**src/hw/rtl/lru_key_value_cache_macros.svh**
```systemverilog
// ----------------------------------------------------------------------------
// lru key-value cache assertion macros
// shared checks for the cache top level
// ----------------------------------------------------------------------------
`ifndef LRU_KEY_VALUE_CACHE_MACROS_SVH
`define LRU_KEY_VALUE_CACHE_MACROS_SVH

// property that must hold at every clock edge outside reset
`define LKV_ASSERT_ALWAYS(lbl, clk, rst_n, expr, msg) \
  lbl: assert property (@(posedge clk) disable iff (!rst_n) (expr)) else $error(msg);

// consequent must hold in the cycle after the antecedent
`define LKV_ASSERT_NEXT(lbl, clk, rst_n, ante, cons, msg) \
  lbl: assert property (@(posedge clk) disable iff (!rst_n) (ante) |=> (cons)) else $error(msg);

`endif

```
**src/hw/rtl/lkv_pkg.sv**
```systemverilog
// ----------------------------------------------------------------------------
// lkv_pkg
// types and constants shared by the lru key-value cache modules
// ----------------------------------------------------------------------------
`timescale 1ns / 1ps

package lkv_pkg;

  // default sizing
  localparam int ENTRIES_DEF  = 16;
  localparam int KEY_BITS_DEF = 32;

  // fixed field widths
  localparam int WORD_BITS = 32;
  localparam int CAP_BITS  = 5;

  localparam logic [CAP_BITS-1:0]  CAP_RESET  = 5'd16;
  localparam logic [WORD_BITS-1:0] MISS_VALUE = '1;
  localparam logic [WORD_BITS-1:0] PUT_VALUE  = '0;

  // action codes
  localparam logic ACT_GET = 1'b0;
  localparam logic ACT_PUT = 1'b1;

  // control broadcast from the top level to every cell
  typedef struct packed {
    logic lookup;  // latch the key compare result
    logic write;   // apply the recency shift this cycle
    logic hit;     // the key was found somewhere in the row
    logic evict;   // a missing put drops the oldest entry
  } lkv_ctrl_t;

endpackage

```
**src/hw/rtl/lkv_cell.sv**
```systemverilog
// ----------------------------------------------------------------------------
// lkv_cell
// one entry of the recency-ordered row; position in the row is the recency
// rank, so an update shifts entries one cell toward the old end
// ----------------------------------------------------------------------------
`timescale 1ns / 1ps

module lkv_cell #(
  parameter int KW = lkv_pkg::KEY_BITS_DEF
) (
  input  logic                           clk_i,
  input  logic                           rst_ni,
  input  lkv_pkg::lkv_ctrl_t             ctrl_i,
  input  logic [KW-1:0]                  lookup_key_i,
  // content of the younger neighbor
  input  logic [KW-1:0]                  prev_key_i,
  input  logic [lkv_pkg::WORD_BITS-1:0]  prev_value_i,
  input  logic                           prev_valid_i,
  // match chain
  input  logic                           seen_i,
  input  logic [lkv_pkg::WORD_BITS-1:0]  hit_value_i,
  output logic                           seen_o,
  output logic [lkv_pkg::WORD_BITS-1:0]  hit_value_o,
  // own content toward the older neighbor
  output logic [KW-1:0]                  key_o,
  output logic [lkv_pkg::WORD_BITS-1:0]  value_o,
  output logic                           valid_o,
  output logic                           match_o
);

  logic [KW-1:0]                 key_q;
  logic [lkv_pkg::WORD_BITS-1:0] value_q;
  logic                          valid_q, valid_d;
  logic                          match_q, match_d;
  logic                          shift;

  // take the neighbor's entry: on a hit every cell up to the matching one,
  // on a miss every occupied position, plus the first free one unless evicting
  always_comb begin
    if (ctrl_i.hit) begin
      shift = ctrl_i.write & ~seen_i;
    end else begin
      shift = ctrl_i.write & prev_valid_i & (valid_q | ~ctrl_i.evict);
    end
  end

  always_comb begin
    match_d = match_q;
    if (ctrl_i.lookup) begin
      match_d = valid_q && (key_q == lookup_key_i);
    end
  end

  always_comb begin
    valid_d = valid_q;
    if (shift) begin
      valid_d = prev_valid_i;
    end
  end

  // control state
  always_ff @(posedge clk_i or negedge rst_ni) begin
    if (!rst_ni) begin
      valid_q <= 1'b0;
      match_q <= 1'b0;
    end else begin
      valid_q <= valid_d;
      match_q <= match_d;
    end
  end

  // entry payload
  always_ff @(posedge clk_i) begin
    if (shift) begin
      key_q   <= prev_key_i;
      value_q <= prev_value_i;
    end
  end

  // match chain toward the old end
  assign seen_o      = seen_i | match_q;
  assign hit_value_o = hit_value_i | (match_q ? value_q : '0);

  assign key_o   = key_q;
  assign value_o = value_q;
  assign valid_o = valid_q;
  assign match_o = match_q;

endmodule

```
**src/hw/rtl/lru_key_value_cache.sv**
```systemverilog
// ----------------------------------------------------------------------------
// lru_key_value_cache
// fully associative key-value cache with least-recently-used replacement,
// built as a row of cells kept in recency order (cell 0 most recent)
//
//   channel   dir  fields (low bit first)          transfer when
//   s_axis    in   tuser: action; tdata: key,value  tvalid & tready
//   m_axis    out  tuser: hit; tdata: read_value    tvalid & tready
//   cfg       in   cfg_wdata_i: capacity_in_use     cfg_we_i
//
// for each item the key compare in every cell is registered at the input
// transfer, then the shift of the row happens in the update state.
// the update waits while the output register holds an untaken result; the
// next input transfer is taken once the update is done.
// reset clears all valid marks and the occupancy; no clearing pass.
// ----------------------------------------------------------------------------
`timescale 1ns / 1ps
`include "lru_key_value_cache_macros.svh"

module lru_key_value_cache #(
  parameter int ENTRIES  = lkv_pkg::ENTRIES_DEF,
  parameter int KEY_BITS = lkv_pkg::KEY_BITS_DEF
) (
  input  logic                                clk_i,
  input  logic                                rst_ni,
  // configuration
  input  logic                                cfg_we_i,
  input  logic [lkv_pkg::CAP_BITS-1:0]        cfg_wdata_i,   // capacity_in_use
  // request stream
  input  logic                                s_axis_tvalid,
  output logic                                s_axis_tready,
  input  logic [2*lkv_pkg::WORD_BITS-1:0]     s_axis_tdata,  // key, value
  input  logic                                s_axis_tuser,  // action
  // result stream
  output logic                                m_axis_tvalid,
  input  logic                                m_axis_tready,
  output logic [lkv_pkg::WORD_BITS-1:0]       m_axis_tdata,  // read_value
  output logic                                m_axis_tuser   // hit
);

  localparam int WB   = lkv_pkg::WORD_BITS;
  localparam int KW   = (KEY_BITS < WB) ? KEY_BITS : WB;
  localparam int OccW = $clog2(ENTRIES + 1);
  localparam int CmpW = (OccW > lkv_pkg::CAP_BITS) ? OccW : lkv_pkg::CAP_BITS;

  typedef enum logic [1:0] {
    ST_IDLE   = 2'b01,
    ST_UPDATE = 2'b10
  } state_e;

  state_e state_q, state_d;

  logic [lkv_pkg::CAP_BITS-1:0] cap_q;
  logic [OccW-1:0]              occ_q, occ_d;
  logic                         action_q;
  logic [KW-1:0]                key_q;
  logic [WB-1:0]                value_q;

  logic                         out_valid_q, out_valid_d;
  logic                         out_hit_q;
  logic [WB-1:0]                out_data_q;

  logic                         in_xfer, update_fire, hit_any, evict;
  logic [CmpW-1:0]              cap_ext, occ_ext, ent_ext;
  logic [WB-1:0]                hit_value, front_value, result_value;
  lkv_pkg::lkv_ctrl_t           ctrl;

  logic [KW-1:0]                cell_key   [ENTRIES];
  logic [WB-1:0]                cell_value [ENTRIES];
  logic [ENTRIES-1:0]           cell_valid;
  logic [ENTRIES-1:0]           cell_match;
  logic [ENTRIES:0]             seen_chain;
  logic [WB-1:0]                hv_chain   [ENTRIES+1];
  logic [OccW-1:0]              valid_count;

  assign s_axis_tready = (state_q == ST_IDLE);
  assign in_xfer       = s_axis_tvalid & s_axis_tready;
  assign update_fire   = (state_q == ST_UPDATE) & (~out_valid_q | m_axis_tready);

  assign hit_any   = seen_chain[ENTRIES];
  assign hit_value = hv_chain[ENTRIES];

  // eviction test against the clamped capacity
  assign cap_ext = CmpW'(cap_q);
  assign occ_ext = CmpW'(occ_q);
  assign ent_ext = CmpW'(ENTRIES);
  always_comb begin
    if (cap_ext == '0) begin
      evict = (occ_ext >= CmpW'(1));
    end else if (cap_ext > ent_ext) begin
      evict = (occ_ext >= ent_ext);
    end else begin
      evict = (occ_ext >= cap_ext);
    end
  end

  // row control
  assign ctrl.lookup = in_xfer;
  assign ctrl.write  = update_fire & (hit_any | (action_q == lkv_pkg::ACT_PUT));
  assign ctrl.hit    = hit_any;
  assign ctrl.evict  = evict;

  // entry entering at the young end
  assign front_value = (action_q == lkv_pkg::ACT_PUT) ? value_q : hit_value;

  assign seen_chain[0] = 1'b0;
  assign hv_chain[0]   = '0;

  // row of cells
  for (genvar i = 0; i < ENTRIES; i++) begin : g_cell
    logic [KW-1:0] prev_key;
    logic [WB-1:0] prev_value;
    logic          prev_valid;

    if (i == 0) begin : g_front
      assign prev_key   = key_q;
      assign prev_value = front_value;
      assign prev_valid = 1'b1;
    end else begin : g_link
      assign prev_key   = cell_key[i-1];
      assign prev_value = cell_value[i-1];
      assign prev_valid = cell_valid[i-1];
    end

    lkv_cell #(
      .KW (KW)
    ) u_cell (
      .clk_i        (clk_i),
      .rst_ni       (rst_ni),
      .ctrl_i       (ctrl),
      .lookup_key_i (s_axis_tdata[KW-1:0]),
      .prev_key_i   (prev_key),
      .prev_value_i (prev_value),
      .prev_valid_i (prev_valid),
      .seen_i       (seen_chain[i]),
      .hit_value_i  (hv_chain[i]),
      .seen_o       (seen_chain[i+1]),
      .hit_value_o  (hv_chain[i+1]),
      .key_o        (cell_key[i]),
      .value_o      (cell_value[i]),
      .valid_o      (cell_valid[i]),
      .match_o      (cell_match[i])
    );
  end

  // sequencing
  always_comb begin
    state_d = state_q;
    unique case (state_q)
      ST_IDLE: begin
        if (in_xfer) begin
          state_d = ST_UPDATE;
        end
      end
      ST_UPDATE: begin
        if (update_fire) begin
          state_d = ST_IDLE;
        end
      end
      default: state_d = ST_IDLE;
    endcase
  end

  // occupancy grows only on a missing put without eviction
  always_comb begin
    occ_d = occ_q;
    if (ctrl.write && !hit_any && !evict) begin
      occ_d = occ_q + OccW'(1);
    end
  end

  // result selection
  always_comb begin
    if (action_q == lkv_pkg::ACT_PUT) begin
      result_value = lkv_pkg::PUT_VALUE;
    end else if (hit_any) begin
      result_value = hit_value;
    end else begin
      result_value = lkv_pkg::MISS_VALUE;
    end
  end

  always_comb begin
    out_valid_d = out_valid_q;
    if (update_fire) begin
      out_valid_d = 1'b1;
    end else if (m_axis_tready) begin
      out_valid_d = 1'b0;
    end
  end

  // control state
  always_ff @(posedge clk_i or negedge rst_ni) begin
    if (!rst_ni) begin
      state_q     <= ST_IDLE;
      cap_q       <= lkv_pkg::CAP_RESET;
      occ_q       <= '0;
      out_valid_q <= 1'b0;
    end else begin
      state_q     <= state_d;
      occ_q       <= occ_d;
      out_valid_q <= out_valid_d;
      if (cfg_we_i) begin
        cap_q <= cfg_wdata_i;
      end
    end
  end

  // request and result payload
  always_ff @(posedge clk_i) begin
    if (in_xfer) begin
      action_q <= s_axis_tuser;
      key_q    <= s_axis_tdata[KW-1:0];
      value_q  <= s_axis_tdata[2*WB-1:WB];
    end
    if (update_fire) begin
      out_hit_q  <= hit_any;
      out_data_q <= result_value;
    end
  end

  assign m_axis_tvalid = out_valid_q;
  assign m_axis_tdata  = out_data_q;
  assign m_axis_tuser  = out_hit_q;

  // occupied cells, for the checks
  assign valid_count = OccW'($countones(cell_valid));

  // checks
  `LKV_ASSERT_ALWAYS(a_valid_count, clk_i, rst_ni, (valid_count == occ_q), "valid count off")
  `LKV_ASSERT_ALWAYS(a_unique_key, clk_i, rst_ni, ((state_q != ST_UPDATE) || $onehot0(cell_match)), "key stored in more than one cell")
  `LKV_ASSERT_NEXT(a_result_held, clk_i, rst_ni, update_fire, (m_axis_tvalid && (state_q == ST_IDLE)), "update did not post a result")

endmodule
```
**config.mk**
```make
export PLATFORM = sky130hd
export DESIGN_NAME = lru_key_value_cache
export DESIGN_NICKNAME = d
export VERILOG_FILES = /design/src/hw/rtl/lkv_pkg.sv /design/src/hw/rtl/lkv_cell.sv /design/src/hw/rtl/lru_key_value_cache.sv
export VERILOG_INCLUDE_DIRS = /design/src /design/src/hw/rtl
export SDC_FILE = /design/constraint.sdc
export NUM_CORES = 1
export LEC_CHECK = 0
export BUFFER_PORTS_ARGS = -buffer_cell sky130_fd_sc_hd__buf_2
export CAP_MARGIN = 20
export CORE_MARGIN = 3
export CORE_UTILIZATION = 62
export CTS_CLUSTER_DIAMETER = 150
export CTS_CLUSTER_SIZE = 30
export DETAILED_ROUTE_END_ITERATION = 8
export GPL_ROUTABILITY_DRIVEN = 0
export HOLD_SLACK_MARGIN = 0.12
export PLACE_DENSITY = 0.8
export SYNTH_ARGS = -nofsm -noshare
export SYNTH_HDL_FRONTEND = slang
export SYNTH_HIERARCHICAL = 1
export SYNTH_SLANG_ARGS = --single-unit
```
**constraint.sdc**
```tcl
create_clock -name clk_i -period 8.3 [get_ports clk_i]
set_clock_uncertainty 0.15 [all_clocks]
set_input_delay 1.66 -clock clk_i [delete_from_list [all_inputs] [get_ports clk_i]]
set_output_delay 1.66 -clock clk_i [all_outputs]
set_load 0.005 [all_outputs]
```
## Word-level counts from Yosys, hierarchy flattened

Index checks and enable logic that the tools add are counted.
W data, S select, Z words.

| word-level totals | value |
|---|---|
| memory bits (read-only) | 0 |
| register bits after elaboration | 1167 |
| bits in writable memories | 0 |
| memories kept | 0 |
| input port bits | 75 |
| latch bits | 0 |
| output and inout bits | 35 |

| cells by class | value |
|---|---|
| $mul | 0 |
| bitwise logic cells | 114 |
| add/sub/neg operators | 1 |
| order comparisons | 4 |
| equality and inequality tests | 20 |
| multiplexer cells | 41 |
| divide/modulo/power cells | 0 |
| reductions and logical operators | 23 |
| shift-type cells | 0 |

Operator list:

| cell | count |
|---|---|
| $mux W32 | 18 |
| $eq A32 B32 Y1 | 16 |
| $or A32 B32 Y32 | 15 |
| $and A1 B1 Y1 | 49 |
| $or A1 B1 Y1 | 33 |
| $mux W1 | 20 |
| $logic_and A1 B1 Y1 | 18 |
| $not A1 Y1 | 17 |
| $add A5 B1 Y5 const B | 1 |
| $ge A5 B1 Y1 const B | 1 |
| $ge A5 B5 Y1 | 1 |
| $ge A5 B5 Y1 const B | 1 |
| $gt A5 B5 Y1 const B | 1 |
| $logic_not A5 Y1 | 1 |
| $mux W2 | 2 |
| $pmux W2 S2 | 1 |
| $eq A2 B1 Y1 const B | 1 |
| $eq A2 B2 Y1 const B | 1 |
| $logic_not A1 Y1 | 2 |
| $ne A2 B1 Y1 const B | 1 |
| $ne A2 B2 Y1 const B | 1 |
| $reduce_and A2 Y1 | 1 |
| $reduce_bool A2 Y1 | 1 |

## Logic depth before layout (Yosys ltp)

| depth | value |
|---|---|
| depth after elaboration | 20 |
| mapped depth | 22 |
| mapped depth without buffers | 20 |

## By module

The synthesis kept the hierarchy.

Modules (own cells, without submodules):

| module | area each (um^2) | times used | sequential area each (um^2) | cells an instance |
|---|---|---|---|---|
| lkv_cell | 2635.0 | 16 | 1971.9 | 153 |
| lru_key_value_cache | 4345.4 | 1 | 3270.6 | 319 |

## Worst setup path before layout

No wires, ideal clock.

| path | value |
|---|---|
| kind | register to register |
| from | register g_cell[0].u_cell.match_q |
| to | register g_cell[10].u_cell.valid_q |
| path slack | 748 ps |
| cell stages (with the launch flop) | 21 |
| data required time | 8022 ps |
| library setup time | 128 ps |
| path buffers | 1 |
| clock period less this slack | 7552 ps |
| arrival time | 7274 ps |
| path through | dfrtp_1 > clkbuf_1 > or2_2 > or2_2 > or2_2 > or2_2 > or2_2 > or2_2 > or2_2 > or2_2 > or2_2 > or2_2 > or2_2 > or2_2 > or2_2 > or2_2 > or2_2 > or2_2 > mux2i_1 > and2_1 > mux2_2 |

RTL lines:

| what | RTL line | text |
|---|---|---|
| from (decl) | lkv_cell.sv:34 | `logic match_q, match_d;` |
| from (signal assigned) | lkv_cell.sv:68 | `match_q <= match_d;` |
| to (signal assigned) | lkv_cell.sv:67 | `valid_q <= valid_d;` |
| to (decl) | lkv_cell.sv:33 | `logic valid_q, valid_d;` |

==> summary.txt <==
Slowest cell on crit path -> and2_2
Initial Util -> 63.21%
Slew headroom -> 30.70%
Leakage -> 18.54 nW
Hold Crit Class -> register to register
Clock share of power -> 26.7%
Crit path capture type -> register
Synth Cell Area -> 46510 sq um
Syn Inst Count -> 2767
Peak VDD IR -> 0.1958 mV
Detailed-placement wirelength estimate -> 62550 um
CP peak stage delay -> 0.67 ns
Most used cell, CP -> or2_2
Status -> completed
Switching Share -> 21.09%
Dominant cells by area after synthesis -> edfxtp_1, a21o_1, xor2_1, xnor2_1, dfrtp_1
Setup repair bufs after CTS -> 0
Post-synth ARST share -> 3.856%
Largest net degree at the start of global routing -> 60
Final hold viol count -> 0
CORE AREA -> 73580 sq um
CTS buffer count -> 44
Avg Cell Area, Syn -> 16.81 sq um
Latest clock arrival within the worst-skew pair -> 0.62 ns
Int Pwr -> 7.832 mW
Via count of the routed design -> 23100
Total power -> 9.925 mW
H-tree Lvls -> 2
Synth Flop Type -> edfxtp_1
Slew @ Worst Pin -> 1.029 ns
Yosys cell types -> 34
# IOs -> 110
Die Wd -> 279.9 um
GRT Total Usage -> 21.63%
DR vias/cell -> 5.915
Site Rows -> 99
Final Critical Period -> 7.321 ns
Min Hold Slack -> 0.2783 ns
Die outline height -> 279.9 um
NetSw -> 2.093 mW
PnR worst setup slack -> 0.9794 ns
Vias in the first global route -> 22710
Routed wire length per instance -> 21.67 um
Clk slew on worst S/H paths -> 0.11 ns
Critical path type -> register to register
DRC viols -> 0
Max-cap violations -> 0
Area Growth Syn to Fin -> 6.707%
Top cell type's share of synthesized area -> 72.45%
Layout cell share with drive strength beyond 1 -> 8.970%
Post-CTS Resized -> 0
Comb power frac -> 6.8%
ANT nets after route -> 0
Place WS -> 0.9831 ns
CTS tree -> yes
Grt ovf -> 0
Sequential element share of the synthesized area -> 74.87%
CP max FO -> 34
CTS Hold Bufs -> 0
DRT Pass-1 Iters -> 5
Period utilization -> 88.20%
Fmax -> 0.1366 GHz
Critical Path AT -> 7.44 ns
Initial antenna violation count -> 11
Power Density -> 200.0 nW/um^2
Final setup violating endpoints -> 0
Port bufs -> 109
Commonest non-fill, non-tap cell in the layout -> edfxtp_1
CP cell instances -> or2_2 -> or2_2 -> or2_2 -> or2_2 -> or2_2 -> or2_2 -> or2_2 -> or2_2 -> or2_2 -> or2_2 -> or2_2 -> or2_2 -> or2_2 -> or2_2 -> or2_2 -> or2_2 -> mux2i_1 -> and2_2 -> buf_4
Sequential Power Share -> 66.5%
TritonCTS Sinks -> 1167
RSZ-0062 raised after global routing -> no
Cell accounting for the most synthesized area -> edfxtp_1
Final core utilization -> 67.45%
Final Max Slew Viols -> 0
First-pass GRT wire length -> 131100 um
Fin nets -> 2992
Critical Path RT -> 8.42 ns
Drt total wl -> 84630 um
Setup TNS -> 0 ns
Maximum buffer depth of the clock tree -> 3
Post-synth EDFFs -> 1122
Number of synthesized register bits -> 1167
Starting DRT DRC Count -> 2146
YS warnings -> 6
Most frequent cells in the layout -> edfxtp_1, a21o_1, xor2_1
Root Buffer -> clkbuf_16
Die ar. -> 78330 sq um
Startpoint Class -> register
[final timing paths]
kind / cells after the start / to / slack [ns] / from
max in group asynchronous: 2 / g_cell[11].u_cell/valid_o / 6.54 / rst_ni
worst max register to register: 19 / g_cell[15].u_cell/value_o[28] / 0.98 / g_cell[0].u_cell/match_o
worst min register to register: 0 / g_cell[0].u_cell/key_o[18] / 0.28 / g_cell[0].prev_key[18]
worst min-delay path: 0 / g_cell[0].u_cell/key_o[18] / 0.28 / g_cell[0].prev_key[18]
min in group asynchronous: 2 / occ_ext[4] / 0.99 / rst_ni
worst max-delay path: 19 / g_cell[15].u_cell/value_o[28] / 0.98 / g_cell[0].u_cell/match_o
[critical path, delay by kind of cell, from the launching register on]
| kind | cells | cell delay, ns |
|---|---|---|
| and+or+nand+nor | 17 | 5.65 |
| DFF | 1 | 0.39 |
| muxes | 1 | 0.24 |
| buffers and inverters | 1 | 0.52 |
[registers in the layout, indices dropped and copies added (netlist names)]
register,count
cap_ext,5
g_cell.u_cell/match_o,16
g_cell.prev_key,32
m_axis_tvalid,1
state_q,2
m_axis_tuser,1
m_axis_tdata,32
g_cell.u_cell/key_o,512
action_q,1
g_cell.u_cell/valid_o,16
value_q,32
occ_ext,5
g_cell.u_cell/value_o,512
[through the flow]
step | instance area [sq um] | std cells
finish | 49630 | 3906
global route | 49620 | 3902
CTS | 49620 | 3902
detailed placement | 48360 | 3822
global placement | 48360 | 3822
floorplan | 46630 | 2801
[power groups by stage]
stage	combinational (mW)	sequential (mW)	clock, mW
3_3_place_gp	0.633	6.72	0
2_1_floorplan	0.406	6.72	0
6_report	0.675	6.60	2.65
4_1_cts	0.668	6.60	2.68
3_5_place_dp	0.662	6.73	0
5_1_grt	0.733	6.61	2.88
[Yosys cell counts, types with 8 or more instances]
master	instances
o21ai_0	54
nor4_1	81
ha_1	8
or2_2	17
a21oi_1	34
xnor2_1	193
inv_1	71
o22ai_2	16
nand3_1	19
a21o_1	512
mux2i_1	16
mux2_2	17
edfxtp_1	1122
nand2_1	40
and2_1	17
xor2_1	323
clkbuf_1	80
dfrtp_1	43
or4_1	17
nand4_1	64
[layout make-up]
class	count	area, sq um
Clock buffer	79	1254
Sequential cell	1167	34820
Timing Repair Buffer	142	793.3
Tap cell	959	1200
Antenna cell	4	10.01
Multi-Input combinational cell	1483	11280
Inverter	71	266.5
Fill cell	4760	23950
Clock inverter	1	5.005
[kinds of logic after synthesis]
| group | after synthesis | synth area share, % |
|---|---|---|
| AOI/OAI and AO/OA | 620 | 9.745 |
| xor gates and xnor gates | 516 | 9.718 |
| adders and majority gates | 8 | 0.2152 |
| buffers and inverters | 151 | 1.219 |
| DFF | 1167 | 74.87 |
| muxes | 34 | 0.7883 |
| other | 2 | 0.01615 |
| and+or+nand+nor | 269 | 3.425 |
[metal layers]
layer  global-route usage, %  vias up  routed length, um
li1                        -    10650                  -
met1                   33.11    11580              39040
met2                   32.55      750              37600
met3                   4.200      124               5984
met4                   5.560        4               1968
met5                       0        -                 27
No activity file was read; power rests on OpenSTA's default activity.
